File: config.mk
export PLATFORM = sky130hd
export DESIGN_NAME = ceun_ctrl
export DESIGN_NICKNAME = d
export VERILOG_FILES = /design/src/design/cut_edge_unreachable_nodes_defines.svh /design/src/design/ceun_pkg.sv /design/src/design/ceun_ctrl.sv
export SDC_FILE = /design/constraint.sdc
export NUM_CORES = 1
export LEC_CHECK = 0
export CAP_MARGIN = 20
export CORE_AREA = 2 2 39 41
export CTS_CLUSTER_DIAMETER = 80
export DETAILED_ROUTE_END_ITERATION = 10
export DIE_AREA = 0 0 41 43
export DONT_BUFFER_PORTS = 1
export PLACE_DENSITY = 0.4
export SYNTH_ARGS = -nofsm -noshare
export SYNTH_HDL_FRONTEND = slang
export SYNTH_SLANG_ARGS = --single-unit
File: constraint.sdc
create_clock -name clk_i -period 1.2 [get_ports clk_i]
set_clock_uncertainty 0.1 [all_clocks]
set_input_delay 0.12 -clock clk_i [delete_from_list [all_inputs] [get_ports clk_i]]
set_output_delay 0.12 -clock clk_i [all_outputs]
set_load 0.005 [all_outputs]
File: src/design/cut_edge_unreachable_nodes_defines.svh
// ----------------------------------------------------------------------------
// Assertion macros for the cut-edge reachability block
// Shared concurrent assertion forms, clocked on the rising edge and
// disabled while the active-low reset is asserted.
// ----------------------------------------------------------------------------
`ifndef CUT_EDGE_UNREACHABLE_NODES_DEFINES_SVH
`define CUT_EDGE_UNREACHABLE_NODES_DEFINES_SVH

// A property that must hold at every clock edge outside reset.
`define CEUN_ASSERT(lbl, clk, rst_n, prop, msg) \
  lbl: assert property (@(posedge clk) disable iff (!rst_n) (prop)) else $error(msg);

// An antecedent that implies a consequent in the same cycle.
`define CEUN_ASSERT_IMPL(lbl, clk, rst_n, ante, cons, msg) \
  lbl: assert property (@(posedge clk) disable iff (!rst_n) (ante) |-> (cons)) else $error(msg);

`endif

File: src/design/ceun_pkg.sv
// ----------------------------------------------------------------------------
// ceun_pkg
// Types and constants shared by the controller, the datapath and the top.
// ----------------------------------------------------------------------------
package ceun_pkg;

  localparam int NodeBits   = 6;
  localparam int CountBits  = 7;
  localparam int NodeLimit  = 64;
  localparam int MaxResults = 63;

  localparam logic [CountBits-1:0] NodeCountReset = 7'd64;

  localparam logic [1:0] OpAddEdge = 2'd0;
  localparam logic [1:0] OpQuery   = 2'd1;
  localparam logic [1:0] OpClear   = 2'd2;

  typedef struct packed {
    logic capture;
    logic clear_graph;
    logic add_a;
    logic add_b;
    logic walk_init;
    logic deq;
    logic row_rd;
    logic row_merge;
    logic enq;
    logic build_pend;
    logic emit;
  } cmd_t;

  typedef struct packed {
    logic edge_ok;
    logic queue_empty;
    logic fresh_empty;
    logic pend_empty;
    logic last_emit;
    logic slot_free;
  } status_t;

endpackage

File: src/design/ceun_ctrl.sv
// ----------------------------------------------------------------------------
// ceun_ctrl
// Sequencer for edge adds, graph clears, the breadth-first walk and the
// listing of unreached nodes.
// ----------------------------------------------------------------------------
module ceun_ctrl (
  input  logic              clk_i,
  input  logic              rst_ni,
  input  logic              in_valid_i,
  input  logic [1:0]        opcode_i,
  output logic              in_ready_o,
  input  ceun_pkg::status_t status_i,
  output ceun_pkg::cmd_t    cmd_o
);
  import ceun_pkg::*;

  localparam logic [3:0] StIdle     = 4'd0;
  localparam logic [3:0] StAddA     = 4'd1;
  localparam logic [3:0] StAddB     = 4'd2;
  localparam logic [3:0] StWalkInit = 4'd3;
  localparam logic [3:0] StDeq      = 4'd4;
  localparam logic [3:0] StQueueRd  = 4'd5;
  localparam logic [3:0] StRow      = 4'd6;
  localparam logic [3:0] StEnq      = 4'd7;
  localparam logic [3:0] StEmit     = 4'd8;

  logic [3:0] state_q, state_d;

  always_comb begin
    state_d    = state_q;
    cmd_o      = '0;
    in_ready_o = 1'b0;
    case (state_q)
      StIdle: begin
        in_ready_o = 1'b1;
        if (in_valid_i) begin
          case (opcode_i)
            OpAddEdge: begin
              cmd_o.capture = 1'b1;
              state_d       = StAddA;
            end
            OpQuery: begin
              cmd_o.capture = 1'b1;
              state_d       = StWalkInit;
            end
            OpClear: begin
              cmd_o.clear_graph = 1'b1;
            end
            default: begin
            end
          endcase
        end
      end
      StAddA: begin
        if (status_i.edge_ok) begin
          cmd_o.add_a = 1'b1;
          state_d     = StAddB;
        end else begin
          state_d = StIdle;
        end
      end
      StAddB: begin
        cmd_o.add_b = 1'b1;
        state_d     = StIdle;
      end
      StWalkInit: begin
        cmd_o.walk_init = 1'b1;
        state_d         = StDeq;
      end
      StDeq: begin
        if (status_i.queue_empty) begin
          cmd_o.build_pend = 1'b1;
          state_d          = StEmit;
        end else begin
          cmd_o.deq = 1'b1;
          state_d   = StQueueRd;
        end
      end
      StQueueRd: begin
        cmd_o.row_rd = 1'b1;
        state_d      = StRow;
      end
      StRow: begin
        cmd_o.row_merge = 1'b1;
        state_d         = StEnq;
      end
      StEnq: begin
        if (status_i.fresh_empty) begin
          state_d = StDeq;
        end else begin
          cmd_o.enq = 1'b1;
        end
      end
      StEmit: begin
        if (status_i.slot_free) begin
          cmd_o.emit = 1'b1;
          if (status_i.pend_empty || status_i.last_emit) begin
            state_d = StIdle;
          end
        end
      end
      default: begin
        state_d = StIdle;
      end
    endcase
  end

  always_ff @(posedge clk_i or negedge rst_ni) begin
    if (!rst_ni) begin
      state_q <= StIdle;
    end else begin
      state_q <= state_d;
    end
  end

endmodule

==> qor.yml <==
clock_latency_ns: 0.25
tightestPinTransition_ns: 0.249
cts_made_buffers: 3
failed_checks: "negative setup slack"
mostFrequentLayoutCell: "buf_4"
post-place-ws_ns: -0.172
path_clk_slew_ns: 0.05
core_um2: 1380
status: "finished with violations"
numPlacedInstances: 66
io_buffers: 0
yosysSeqAreaShare_pct: 27.4
cp-start-kind: "register"
die_x_um: 41
start_util_pct: 26.4
cts.htree.levels: 1
netlist_area_um2: 365
dieArea_um2: 1760
grtUsageTotal_pct: 15.7
yosys-top-cells-area: "dfrtp_1 27%, buf_4 6.2%, o31ai_1 6.2%, nor4_4 5.8%, nor3_1 5.5%"
via_count: 450
antenna_left: 0
syn_to_final_growth_pct: 118
wirelength_mm: 1.26
reg_top3: "state_q (4)"
finalHoldViolCount: 0
fmax_ghz: 0.656
worst_path_max_delay_cell: "dfrtp_2"
synth.distinct_cells: 24
grt_pass1_vias: 430
num_rows: 14
max_cap_violations: 0
ff2ff_setup_slack_ns: -0.21
cp.arrival_ns: 1.31
drc_errors: 0
ios: 23
final_util_pct: 57.7
layout-drive-gt1-share_pct: 79.7
globalplace.congestion: 0.675
period_minus_slack_ns: 1.53
wire_per_inst_um: 14.8
clk_path_buf_depth: 2
final_cell_mix: "13 x buf_4, 10 x buf_6, 4 x nor4_4, 4 x dfrtp_2"
vias_per_cell: 5.29
yosys_warnings: 0
root_buffer: "clkbuf_4"
grt_pass1_wl_mm: 1.79
max_stage_delay_ns: 0.45
stdcell_count: 85
leakagePower_nw: 0.333
crit_fanout: 5
p_per_area_nw_per_um2: 2380
timing.final.crit_share_pct: 127
die_h_um: 43
ys_ff_latch: 4
layout_setup_ws_ns: -0.325
synth_top_cell_area_share_pct: 27.4
maxSlewViolCount: 0
setup-tns-final_ns: -3.44
p_total_w: 0.00190
largest_register_ffs: 4
initialDrtViolationCount: 4
crit_chain: "buf_4 -> nor4_4 -> and2_1"
rsz0062_at_grt: "true"
syn_area_per_cell_um2: 8.30
fill_cells: 116
regMostFlops: "state_q"
firstDrtPassIters: 2
netlist.top_cell.by_area: "dfrtp_1"
antenna_found_initial: 0
criticalPathCategory: "register to output pin"
maxSlewHeadroom_pct: 83.4
setup_violations: 15
worstPathRequired_ns: 0.98
fin_nets: 82
diodes: 0
grt_max_degree: 8
irDropWorstVdd_v: 0.00123
grt.overflow.total: 0
cts_sinks: 4
syn-num-nets: 55
crit_path_end_kind: "output pin"
synth_cells: 44
min_path_type: "input pin to asynchronous set/reset pin"
cts_tree: "yes"
[what timing repair did]
item | CTS | global route
hold buffers | 2 | 0
hold endpoints to repair | 5 | 0
setup buffers | 8 | 8
cloned | 0 | 0
endpoints found under the setup margin | 16 | 15
resized for setup | 25 | 21
pin swaps | 8 | 12
[routing by layer]
layer / GRT usage [%] / wire (um)
met1: 16.7 / 481
met2: 25.3 / 678
met3: 9.42 / 93
met4: 4.00 / 8
met5: 0 / 0
[per-stage QoR]
stage                     hold WS, ns  cell area (um2)
after floorplan                -0.276              383
after global placement         -0.275              440
after detailed placement       -0.275              440
after CTS                      0.0374              661
after global routing           0.0306              798
final                          0.0351              798
[final timing paths]
check,from,to,cells past startpoint
setup / recovery,state_q[2],cmd_o[0],3
hold reg to reg,state_q[1],state_q[1],2
max in group asynchronous,rst_ni,state_q[1],1
min in group clk_i,status_i[5],state_q[1],2
setup reg to reg,state_q[2],state_q[1],5
hold / removal,rst_ni,state_q[2],1
[where the power goes]
part	internal (W)	leakage [nW]	switching, W	total, W
logic	0.000791	0.271	0.000622	0.00141
clock network	0.000113	0.0138	0.0000724	0.000185
registers	0.000193	0.0478	0.000108	0.000301
total	0.00110	0.333	0.000803	0.00190
[worst max-delay path: cells and delay by family (launching register included)]
family,cells,cell delay [ns]
AND/OR/NAND/NOR,2,0.43
flip-flops,1,0.45
buffers and inverters,1,0.17
[cell usage after synthesis, drive strengths merged]
master	instances
a21o	1
a21oi	3
and2	1
and3b	1
buf	4
dfrtp	4
inv	2
nand2	3
nand2b	3
nand3	1
nor2	3
nor3	4
nor3b	3
nor4	4
nor4b	1
o211ai	1
o21ai	1
o31ai	3
xor2	1
[final cells by class]
type                       instances  area, um2  area share (%)
sequential                         4        105            13.2
inverter                           2       7.51           0.940
timing repair buffer              26        245            30.7
multi-input combinational         34        398            49.8
tap                               16       20.0            2.51
clock buffer                       3       22.5            2.82
[cells by family after synthesis]
kind of cell | share of synthesized area (%)
AND/OR/NAND/NOR | 44.9
AO/OA/AOI/OAI | 15.8
buffers and inverters | 9.59
flip-flops | 27.4
XOR/XNOR | 2.40
Power figures use the tool's default switching activity.
